$ cat src/rtl/ccp_pkg.sv
// ----------------------------------------------------------------------------
// ccp_pkg: calendar clock prescaler shared definitions
// Types, calendar constants and date helper functions.
// ----------------------------------------------------------------------------
`default_nettype none

package ccp_pkg;

    localparam int unsigned MIN_PER_HOUR = 60;
    localparam int unsigned HOUR_PER_DAY = 24;
    localparam int unsigned MONTH_COUNT  = 12;

    localparam logic [13:0] YEAR_MAX   = 14'd9999;
    localparam logic [13:0] YEAR_RESET = 14'd2000;
    localparam logic [31:0] MIN_LEN_RESET = 32'd65536;

    // request codes
    localparam logic REQ_TICK = 1'b0;
    localparam logic REQ_LOAD = 1'b1;

    // configuration register indexes
    localparam logic [2:0] REG_MIN_LEN   = 3'd0;
    localparam logic [2:0] REG_START_DAY = 3'd1;
    localparam logic [2:0] REG_START_MON = 3'd2;
    localparam logic [2:0] REG_START_YR  = 3'd3;
    localparam logic [2:0] REG_CYCLE_EN  = 3'd4;

    localparam logic [8:0] DAYS_BEFORE [MONTH_COUNT] = '{
        9'd0, 9'd31, 9'd59, 9'd90, 9'd120, 9'd151,
        9'd181, 9'd212, 9'd243, 9'd273, 9'd304, 9'd334
    };
    localparam logic [4:0] MONTH_DAYS [MONTH_COUNT] = '{
        5'd31, 5'd28, 5'd31, 5'd30, 5'd31, 5'd30,
        5'd31, 5'd31, 5'd30, 5'd31, 5'd30, 5'd31
    };

    typedef struct packed {
        logic [31:0] minute_length;
        logic [4:0]  start_day;
        logic [3:0]  start_month;
        logic [13:0] start_year;
        logic        cycle_enable;
    } t_cfg;

    typedef struct packed {
        logic signed [33:0] remainder;
        logic [5:0]         minute;
        logic [4:0]         hour;
        logic [4:0]         day;
        logic [3:0]         month;
        logic [13:0]        year;
        logic [8:0]         day_of_year;
    } t_state;

    // y / 100 by reciprocal, exact for any 14-bit year
    function automatic logic f_is_leap(input logic [13:0] y);
        logic [26:0] prod;
        logic [7:0]  q;
        logic [13:0] r;
        prod = 27'(y) * 27'(13'd5243);
        q    = prod[26:19];
        r    = y - 14'(15'(q) * 15'd100);
        return ((y[1:0] == 2'd0) && (r != 14'd0)) ||
               ((r == 14'd0) && (q[1:0] == 2'd0));
    endfunction

    function automatic logic [3:0] f_month_idx(input logic [3:0] m);
        return ((m >= 4'd1) && (m <= 4'(MONTH_COUNT))) ? (m - 4'd1) : 4'd0;
    endfunction

    function automatic logic [4:0] f_days_in(input logic [13:0] y, input logic [3:0] m);
        logic [3:0] i;
        logic [4:0] d;
        i = f_month_idx(m);
        d = MONTH_DAYS[i];
        if ((i == 4'd1) && f_is_leap(y)) begin
            d = 5'd29;
        end
        return d;
    endfunction

    function automatic logic [8:0] f_day_of_year(input logic [13:0] y, input logic [3:0] m,
                                                 input logic [4:0] d);
        logic [3:0] i;
        logic [8:0] n;
        i = f_month_idx(m);
        n = DAYS_BEFORE[i] + 9'(d);
        if ((i >= 4'd2) && f_is_leap(y)) begin
            n = n + 9'd1;
        end
        return n;
    endfunction

endpackage

`default_nettype wire

$ cat src/rtl/ccp_if.sv
// ----------------------------------------------------------------------------
// ccp_if: calendar clock prescaler channels
// Request and result channels with valid/ready handshake.
// ----------------------------------------------------------------------------
`default_nettype none

interface ccp_req_if;
    logic        valid;
    logic        ready;
    logic        req_type;
    logic [23:0] elapsed;

    modport source (output valid, output req_type, output elapsed, input ready);
    modport sink   (input valid, input req_type, input elapsed, output ready);
endinterface

interface ccp_res_if;
    logic        valid;
    logic        ready;
    logic [5:0]  minute_out;
    logic [4:0]  hour_out;
    logic [4:0]  day_out;
    logic [3:0]  month_out;
    logic [13:0] year_out;
    logic [8:0]  day_of_year_out;
    logic [10:0] minute_of_day;
    logic        time_changed;

    modport source (output valid, output minute_out, output hour_out, output day_out,
                    output month_out, output year_out, output day_of_year_out,
                    output minute_of_day, output time_changed, input ready);
    modport sink   (input valid, input minute_out, input hour_out, input day_out,
                    input month_out, input year_out, input day_of_year_out,
                    input minute_of_day, input time_changed, output ready);
endinterface

`default_nettype wire

$ cat src/rtl/ccp_step.sv
// ----------------------------------------------------------------------------
// ccp_step: next-state logic for one item
// Remainder update, one-minute advance with calendar carry, date load.
// ----------------------------------------------------------------------------
`default_nettype none

module ccp_step (
    input  ccp_pkg::t_cfg   i_cfg,
    input  ccp_pkg::t_state i_state,
    input  logic            i_req_type,
    input  logic [23:0]     i_elapsed,
    output ccp_pkg::t_state o_state,
    output logic [10:0]     o_minute_of_day,
    output logic            o_changed
);
    import ccp_pkg::*;

    logic signed [34:0] rem_sub;
    logic signed [34:0] rem_add;
    logic               rem_sat;
    logic               adv;
    logic               last_day;
    logic [3:0]         ld_month;
    logic [13:0]        ld_year;
    logic [4:0]         ld_dim;
    logic [4:0]         ld_day;
    t_state             nxt;

    assign rem_sub = 35'(i_state.remainder) - $signed({11'd0, i_elapsed});
    assign adv     = (rem_sub <= 35'sd0);
    assign rem_add = adv ? (rem_sub + $signed({3'd0, i_cfg.minute_length})) : rem_sub;
    assign rem_sat = rem_add[34] & ~rem_add[33];

    assign last_day = (i_state.day >= f_days_in(i_state.year, i_state.month));

    always_comb begin
        ld_month = i_cfg.start_month;
        if (ld_month < 4'd1) begin
            ld_month = 4'd1;
        end else if (ld_month > 4'(MONTH_COUNT)) begin
            ld_month = 4'(MONTH_COUNT);
        end
        ld_year = i_cfg.start_year;
        if (ld_year < 14'd1) begin
            ld_year = 14'd1;
        end else if (ld_year > YEAR_MAX) begin
            ld_year = YEAR_MAX;
        end
        ld_dim = f_days_in(ld_year, ld_month);
        ld_day = i_cfg.start_day;
        if (ld_day < 5'd1) begin
            ld_day = 5'd1;
        end else if (ld_day > ld_dim) begin
            ld_day = ld_dim;
        end
    end

    always_comb begin
        nxt       = i_state;
        o_changed = 1'b0;
        if (i_req_type == REQ_LOAD) begin
            nxt.day         = ld_day;
            nxt.month       = ld_month;
            nxt.year        = ld_year;
            nxt.day_of_year = f_day_of_year(ld_year, ld_month, ld_day);
            nxt.remainder   = $signed({2'd0, i_cfg.minute_length});
            o_changed       = 1'b1;
        end else if (i_cfg.cycle_enable) begin
            nxt.remainder = rem_sat ? {1'b1, 33'd0} : rem_add[33:0];
            if (adv) begin
                o_changed = 1'b1;
                if (i_state.minute != 6'(MIN_PER_HOUR - 1)) begin
                    nxt.minute = i_state.minute + 6'd1;
                end else begin
                    nxt.minute = 6'd0;
                    if (i_state.hour != 5'(HOUR_PER_DAY - 1)) begin
                        nxt.hour = i_state.hour + 5'd1;
                    end else begin
                        nxt.hour = 5'd0;
                        if (!last_day) begin
                            nxt.day = i_state.day + 5'd1;
                        end else begin
                            nxt.day = 5'd1;
                            if (i_state.month < 4'(MONTH_COUNT)) begin
                                nxt.month = i_state.month + 4'd1;
                            end else begin
                                nxt.month = 4'd1;
                                if (i_state.year < YEAR_MAX) begin
                                    nxt.year = i_state.year + 14'd1;
                                end
                            end
                        end
                        nxt.day_of_year = f_day_of_year(nxt.year, nxt.month, nxt.day);
                    end
                end
            end
        end
    end

    assign o_state         = nxt;
    assign o_minute_of_day = {nxt.hour, 6'd0} - {4'd0, nxt.hour, 2'd0} + {5'd0, nxt.minute};

endmodule

`default_nettype wire

$ cat src/rtl/calendar_clock_prescaler.sv
// ----------------------------------------------------------------------------
// calendar_clock_prescaler: minute clock with Gregorian calendar
// Ticks count down a remainder and advance one minute per expiry (if enabled);
// loads set the date from configuration. One result item per request item.
// ----------------------------------------------------------------------------
//  channel   dir  handshake     payload
//  i_req     in   valid/ready   req_type, elapsed
//  o_res     out  valid/ready   date, time, day of year, minute of day, changed
//  i_cfg_*   in   write enable  register index, 32-bit data
//
//  One item per cycle while results are taken; acceptance loads the result
//  into the output register. The state update and the result register share
//  one edge. Reset is synchronous: date 2000-01-01 00:00, remainder zero.
//  A stalled result blocks input only when it is not taken in the same cycle.
// ----------------------------------------------------------------------------
`default_nettype none

module calendar_clock_prescaler (
    input  logic        i_clk,
    input  logic        i_rst_n,
    ccp_req_if.sink     i_req,
    ccp_res_if.source   o_res,
    input  logic        i_cfg_we,
    input  logic [2:0]  i_cfg_idx,
    input  logic [31:0] i_cfg_data
);
    import ccp_pkg::*;

    t_cfg        r_cfg;
    t_state      r_state;
    t_state      n_state;
    logic [10:0] n_minute_of_day;
    logic        n_changed;
    logic        r_out_valid;
    logic [10:0] r_minute_of_day;
    logic        r_changed;
    logic        accept;

    assign i_req.ready = ~r_out_valid | o_res.ready;
    assign accept      = i_req.valid & i_req.ready;

    ccp_step u_step (
        .i_cfg           (r_cfg),
        .i_state         (r_state),
        .i_req_type      (i_req.req_type),
        .i_elapsed       (i_req.elapsed),
        .o_state         (n_state),
        .o_minute_of_day (n_minute_of_day),
        .o_changed       (n_changed)
    );

    always_ff @(posedge i_clk) begin
        if (!i_rst_n) begin
            r_cfg.minute_length <= MIN_LEN_RESET;
            r_cfg.start_day     <= 5'd1;
            r_cfg.start_month   <= 4'd1;
            r_cfg.start_year    <= YEAR_RESET;
            r_cfg.cycle_enable  <= 1'b1;
        end else if (i_cfg_we) begin
            case (i_cfg_idx)
                REG_MIN_LEN:   r_cfg.minute_length <= i_cfg_data;
                REG_START_DAY: r_cfg.start_day     <= i_cfg_data[4:0];
                REG_START_MON: r_cfg.start_month   <= i_cfg_data[3:0];
                REG_START_YR:  r_cfg.start_year    <= i_cfg_data[13:0];
                REG_CYCLE_EN:  r_cfg.cycle_enable  <= i_cfg_data[0];
                default: begin
                end
            endcase
        end
    end

    always_ff @(posedge i_clk) begin
        if (!i_rst_n) begin
            r_state.remainder   <= 34'sd0;
            r_state.minute      <= 6'd0;
            r_state.hour        <= 5'd0;
            r_state.day         <= 5'd1;
            r_state.month       <= 4'd1;
            r_state.year        <= YEAR_RESET;
            r_state.day_of_year <= 9'd1;
            r_out_valid         <= 1'b0;
        end else begin
            if (accept) begin
                r_state <= n_state;
            end
            if (accept) begin
                r_out_valid <= 1'b1;
            end else if (o_res.ready) begin
                r_out_valid <= 1'b0;
            end
        end
    end

    always_ff @(posedge i_clk) begin
        if (accept) begin
            r_minute_of_day <= n_minute_of_day;
            r_changed       <= n_changed;
        end
    end

    // date fields of the result equal the updated state
    assign o_res.valid           = r_out_valid;
    assign o_res.minute_out      = r_state.minute;
    assign o_res.hour_out        = r_state.hour;
    assign o_res.day_out         = r_state.day;
    assign o_res.month_out       = r_state.month;
    assign o_res.year_out        = r_state.year;
    assign o_res.day_of_year_out = r_state.day_of_year;
    assign o_res.minute_of_day   = r_minute_of_day;
    assign o_res.time_changed    = r_changed;

endmodule

`default_nettype wire

$ cat src/flat_wrapper.sv
// flat-port wrapper written by rule: the top's interface ports become plain ports
module calendar_clock_prescaler_flat import ccp_pkg::*;
  (i_clk, i_rst_n, i_cfg_we, i_cfg_idx, i_cfg_data, i_req_valid, i_req_req_type, i_req_elapsed, i_req_ready, o_res_valid, o_res_minute_out, o_res_hour_out, o_res_day_out, o_res_month_out, o_res_year_out, o_res_day_of_year_out, o_res_minute_of_day, o_res_time_changed, o_res_ready);
  ccp_req_if i_req_i ();
  ccp_res_if o_res_i ();
  input  logic i_clk;
  input  logic i_rst_n;
  input  logic i_cfg_we;
  input  logic [2:0] i_cfg_idx;
  input  logic [31:0] i_cfg_data;
  input wire logic [$bits(i_req_i.valid)-1:0] i_req_valid;
  input wire logic [$bits(i_req_i.req_type)-1:0] i_req_req_type;
  input wire logic [$bits(i_req_i.elapsed)-1:0] i_req_elapsed;
  output wire logic [$bits(i_req_i.ready)-1:0] i_req_ready;
  output wire logic [$bits(o_res_i.valid)-1:0] o_res_valid;
  output wire logic [$bits(o_res_i.minute_out)-1:0] o_res_minute_out;
  output wire logic [$bits(o_res_i.hour_out)-1:0] o_res_hour_out;
  output wire logic [$bits(o_res_i.day_out)-1:0] o_res_day_out;
  output wire logic [$bits(o_res_i.month_out)-1:0] o_res_month_out;
  output wire logic [$bits(o_res_i.year_out)-1:0] o_res_year_out;
  output wire logic [$bits(o_res_i.day_of_year_out)-1:0] o_res_day_of_year_out;
  output wire logic [$bits(o_res_i.minute_of_day)-1:0] o_res_minute_of_day;
  output wire logic [$bits(o_res_i.time_changed)-1:0] o_res_time_changed;
  input wire logic [$bits(o_res_i.ready)-1:0] o_res_ready;
  assign i_req_i.valid = i_req_valid;
  assign i_req_i.req_type = i_req_req_type;
  assign i_req_i.elapsed = i_req_elapsed;
  assign i_req_ready = i_req_i.ready;
  assign o_res_valid = o_res_i.valid;
  assign o_res_minute_out = o_res_i.minute_out;
  assign o_res_hour_out = o_res_i.hour_out;
  assign o_res_day_out = o_res_i.day_out;
  assign o_res_month_out = o_res_i.month_out;
  assign o_res_year_out = o_res_i.year_out;
  assign o_res_day_of_year_out = o_res_i.day_of_year_out;
  assign o_res_minute_of_day = o_res_i.minute_of_day;
  assign o_res_time_changed = o_res_i.time_changed;
  assign o_res_i.ready = o_res_ready;
  calendar_clock_prescaler u_core (.i_clk(i_clk), .i_rst_n(i_rst_n), .i_req(i_req_i), .o_res(o_res_i), .i_cfg_we(i_cfg_we), .i_cfg_idx(i_cfg_idx), .i_cfg_data(i_cfg_data));
endmodule
$ cat config.mk
export PLATFORM = sky130hd
export DESIGN_NAME = calendar_clock_prescaler_flat
export DESIGN_NICKNAME = d
export VERILOG_FILES = /design/src/rtl/ccp_pkg.sv /design/src/rtl/ccp_if.sv /design/src/rtl/ccp_step.sv /design/src/rtl/calendar_clock_prescaler.sv /design/src/flat_wrapper.sv
export SDC_FILE = /design/constraint.sdc
export NUM_CORES = 1
export LEC_CHECK = 0
export ABC_AREA = 1
export BUFFER_PORTS_ARGS = -buffer_cell sky130_fd_sc_hd__clkbuf_2
export CORE_MARGIN = 1.5
export CORE_UTILIZATION = 55
export CTS_BUF_LIST = sky130_fd_sc_hd__clkbuf_8
export CTS_CLUSTER_SIZE = 16
export DETAILED_ROUTE_END_ITERATION = 6
export GPL_ROUTABILITY_DRIVEN = 0
export PLACE_DENSITY = 0.68
export SYNTH_ARGS = -nofsm -noshare
export SYNTH_HDL_FRONTEND = slang
export SYNTH_SLANG_ARGS = --single-unit
$ cat constraint.sdc
create_clock -name i_clk -period 21.9 [get_ports i_clk]
set_input_delay 3.285 -clock i_clk [delete_from_list [all_inputs] [get_ports i_clk]]
set_output_delay 3.285 -clock i_clk [all_outputs]
set_load 0.01 [all_outputs]
==> impl_metrics.toml <==
[outcome]
outcome = "complete, but fails checks"
violations = "DRC"

[synthesis]
syn_avg_cell_area_um2 = 7.22
syn_nets = 4483
ys.flop_type = "dfxtp_1"
yosys.area.top_type_share = 0.233
synth_edf_count = 12
synth_area_leaders = "ha_1, fa_1, inv_1, dfxtp_1, nand2_1"
synth_seq_cells = 146
yosysSeqAreaShare = 0.113
synth_top_cell_by_area = "ha_1"
syn_area_mm2 = 0.0269
yosysWarnings = 0
async_flop_share = 0
synthCells = 3725
ys_types = 57

[worst_setup_path]
slowest_delay_ns = 0.85
worst_path_max_delay_cell = "xor2_1"
cpMostUsedCell = "inv_1"
crit_path_end_kind = "register"
crit_type = "register to register"
crit_arrival_ns = 19.12
critPathMaxFanout = 19
start_kind = "register"
critPathRequiredTime_ns = 22.31

[die]
ios = 122
die_w_um = 224
core.rowCount = 80
dieHeight_um = 224
core_area_mm2 = 0.0480
start_util = 0.560
die_area_mm2 = 0.0502

[cts]
clkLatencyLatePin_ns = 0.52
h-tree-depth = 4
clock_path_buffers = 2
root_buffer = "clkbuf_8"
cts_resized = 0
cts_setup_buffers = 0
cts.reportedPaths.clkPinSlew_ns = 0.10
cts_tree = "done"
cts_made_buffers = 17
clock_sinks = 146
holdBufCountCts = 0

[routing]
drt-initial-drc-count = 1606
drtPass1Iterations = 7
ant_nets = 0
num_vias = 23539
drc = 1
wl_mm = 70.9
vias_per_cell = 5.35
wl_per_cell_um = 16.1

[cells_and_area]
diodes = 0
syn_to_final_growth_pct = 4.67
instances_no_fill = 4399
drive_above_1_share = 0.0658
fin_nets = 4529

[hold_path]
holdCritPathClass = "register to register"

[sta]
max_freq_mhz = 53.4
setup_tns_ns = 0
setup_slack_ns = 3.19
worstMarginPinSlew_ns = 1.21
hold_viol = 0
fin_skew_ns = 0.0196
maxSlewViolCount = 0
finalCriticalPeriod_ns = 18.71
maxSlewHeadroom = 0.190
setup_viol = 0
period_share = 0.854
rsz0062_at_grt = "false"

[global_route]
grt_max_degree = 73
grt_util_all_layers = 0.289
grt_pass1_wl_mm = 117
antenna_found_initial = 0
grt-ovfl-total = 0
first_global_vias = 22883

[place]
hpwl_mm = 58.0
dp_slack_ns = 3.43
dp.cells = 4367
io_buffers = 121

[run]
max_cap_violations = 0
-- cells in the final DEF (no fill, tap or decap), types with 7 or more instances in the layout --
cell type / instances
clkbuf_8: 18
o21a_1: 7
o21ai_1: 7
dfxtp_1: 134
nand3_2: 7
nand2_4: 11
ha_1: 502
xor2_1: 105
inv_2: 9
o2111ai_1: 31
a31oi_1: 9
nor2_1: 297
inv_1: 733
fa_1: 191
xnor2_1: 57
edfxtp_1: 12
nor3_1: 29
buf_4: 20
nand2_1: 611
a21o_1: 11
o21bai_1: 17
nand4_1: 58
nor2_2: 8
o21ai_0: 217
o22ai_1: 10
clkbuf_2: 120
nand3b_1: 14
nand2_2: 20
nand3_1: 147
a21oi_1: 294
or2_2: 8
-- state kept, by name, indices dropped and copies added, names as in the netlist --
register / count
u_core.r_cfg: 56
u_core.r_state: 34
u_core.o_res.year_out: 14
u_core.o_res.minute_of_day: 11
u_core.o_res.day_of_year_out: 9
u_core.o_res.minute_out: 6
u_core.o_res.day_out: 5
u_core.o_res.hour_out: 5
u_core.o_res.month_out: 4
u_core.o_res.time_changed: 1
u_core.o_res.valid: 1
-- synthesized netlist by cell type (7+ instances only) --
cell type and number:
a21o_1 11, a21oi_1 295, a31oi_1 9, buf_4 52, clkbuf_1 48, dfxtp_1 134, edfxtp_1 12, fa_1 191
ha_1 502, inv_1 733, inv_2 9, nand2_1 611, nand2_2 20, nand2_4 11, nand3_1 147, nand3_2 7
nand3b_1 14, nand4_1 58, nor2_1 298, nor2_2 8, nor3_1 29, o2111ai_1 31, o21a_1 7, o21ai_0 217
o21ai_1 7, o21bai_1 17, o22ai_1 10, or2_2 8, xnor2_1 57, xor2_1 105
-- logic make-up (layout without fill, tap and decap cells) --
kind of cell	Yosys count	count (layout)	synth area share
flops	146	146	0.113
fa+ha+maj	693	693	0.376
buf+inv	860	919	0.129
compound gates	635	635	0.130
simple gates	1227	1227	0.198
xor+xnor	164	164	0.0542
-- worst max-delay path, delay by kind of cell (launching register included) --
family	cells	cell delay, ns
AOI/OAI and AO/OA	10	1.59
xor gates and xnor gates	5	1.74
adders and majority gates	23	8.89
buffers and inverters	19	1.30
DFF	1	0.67
and+or+nand+nor	39	4.36
-- routing by layer --
metal  GRT usage  part of all wire
met3      0.0254             0.045
met2       0.501              0.47
met4      0.0889             0.029
met5           0                 0
met1       0.381              0.46
-- through the flow --
| step | instance area (um^2) | hold WS, ns | util |
|---|---|---|---|
| 3_5_place_dp | 27800 | 0.472 | 0.578 |
| 5_1_grt | 28200 | 0.505 | 0.586 |
| 4_1_cts | 28200 | 0.486 | 0.586 |
| 6_report | 28200 | 0.482 | 0.586 |
| 3_3_place_gp | 27800 | 0.455 | 0.578 |
| 2_1_floorplan | 26900 | 0.443 | - |
-- path summary, 6_finish.rpt --
check / from / endpoint / slack, ns / cells past startpoint
worst min-delay path: u_core.r_state[76]$_SDFFE_PN0P_ / u_core.r_state[76]$_SDFFE_PN0P_ / 0.48 / 2
worst min register to register: u_core.r_state[76]$_SDFFE_PN0P_ / u_core.r_state[76]$_SDFFE_PN0P_ / 0.48 / 2
worst max-delay path: u_core.o_res.year_out[5]$_SDFFE_PN0P_ / u_core.o_res.day_of_year_out[6]$_SDFFE_PN0P_ / 3.19 / 96
worst max register to register: u_core.o_res.year_out[5]$_SDFFE_PN0P_ / u_core.o_res.day_of_year_out[6]$_SDFFE_PN0P_ / 3.19 / 96
-- layout make-up --
type	count	area (um^2)
Clock inverter	14	143
Fill cell	4725	19900
Inverter	747	2800
Multi-Input combinational cell	2719	20400
Tap cell	615	769
Timing Repair Buffer	140	751
Sequential cell	146	3040
Clock buffer	18	248
Power is not shown: default switching activity piles up to over one toggle a cycle in this logic, so the estimate is an artifact.
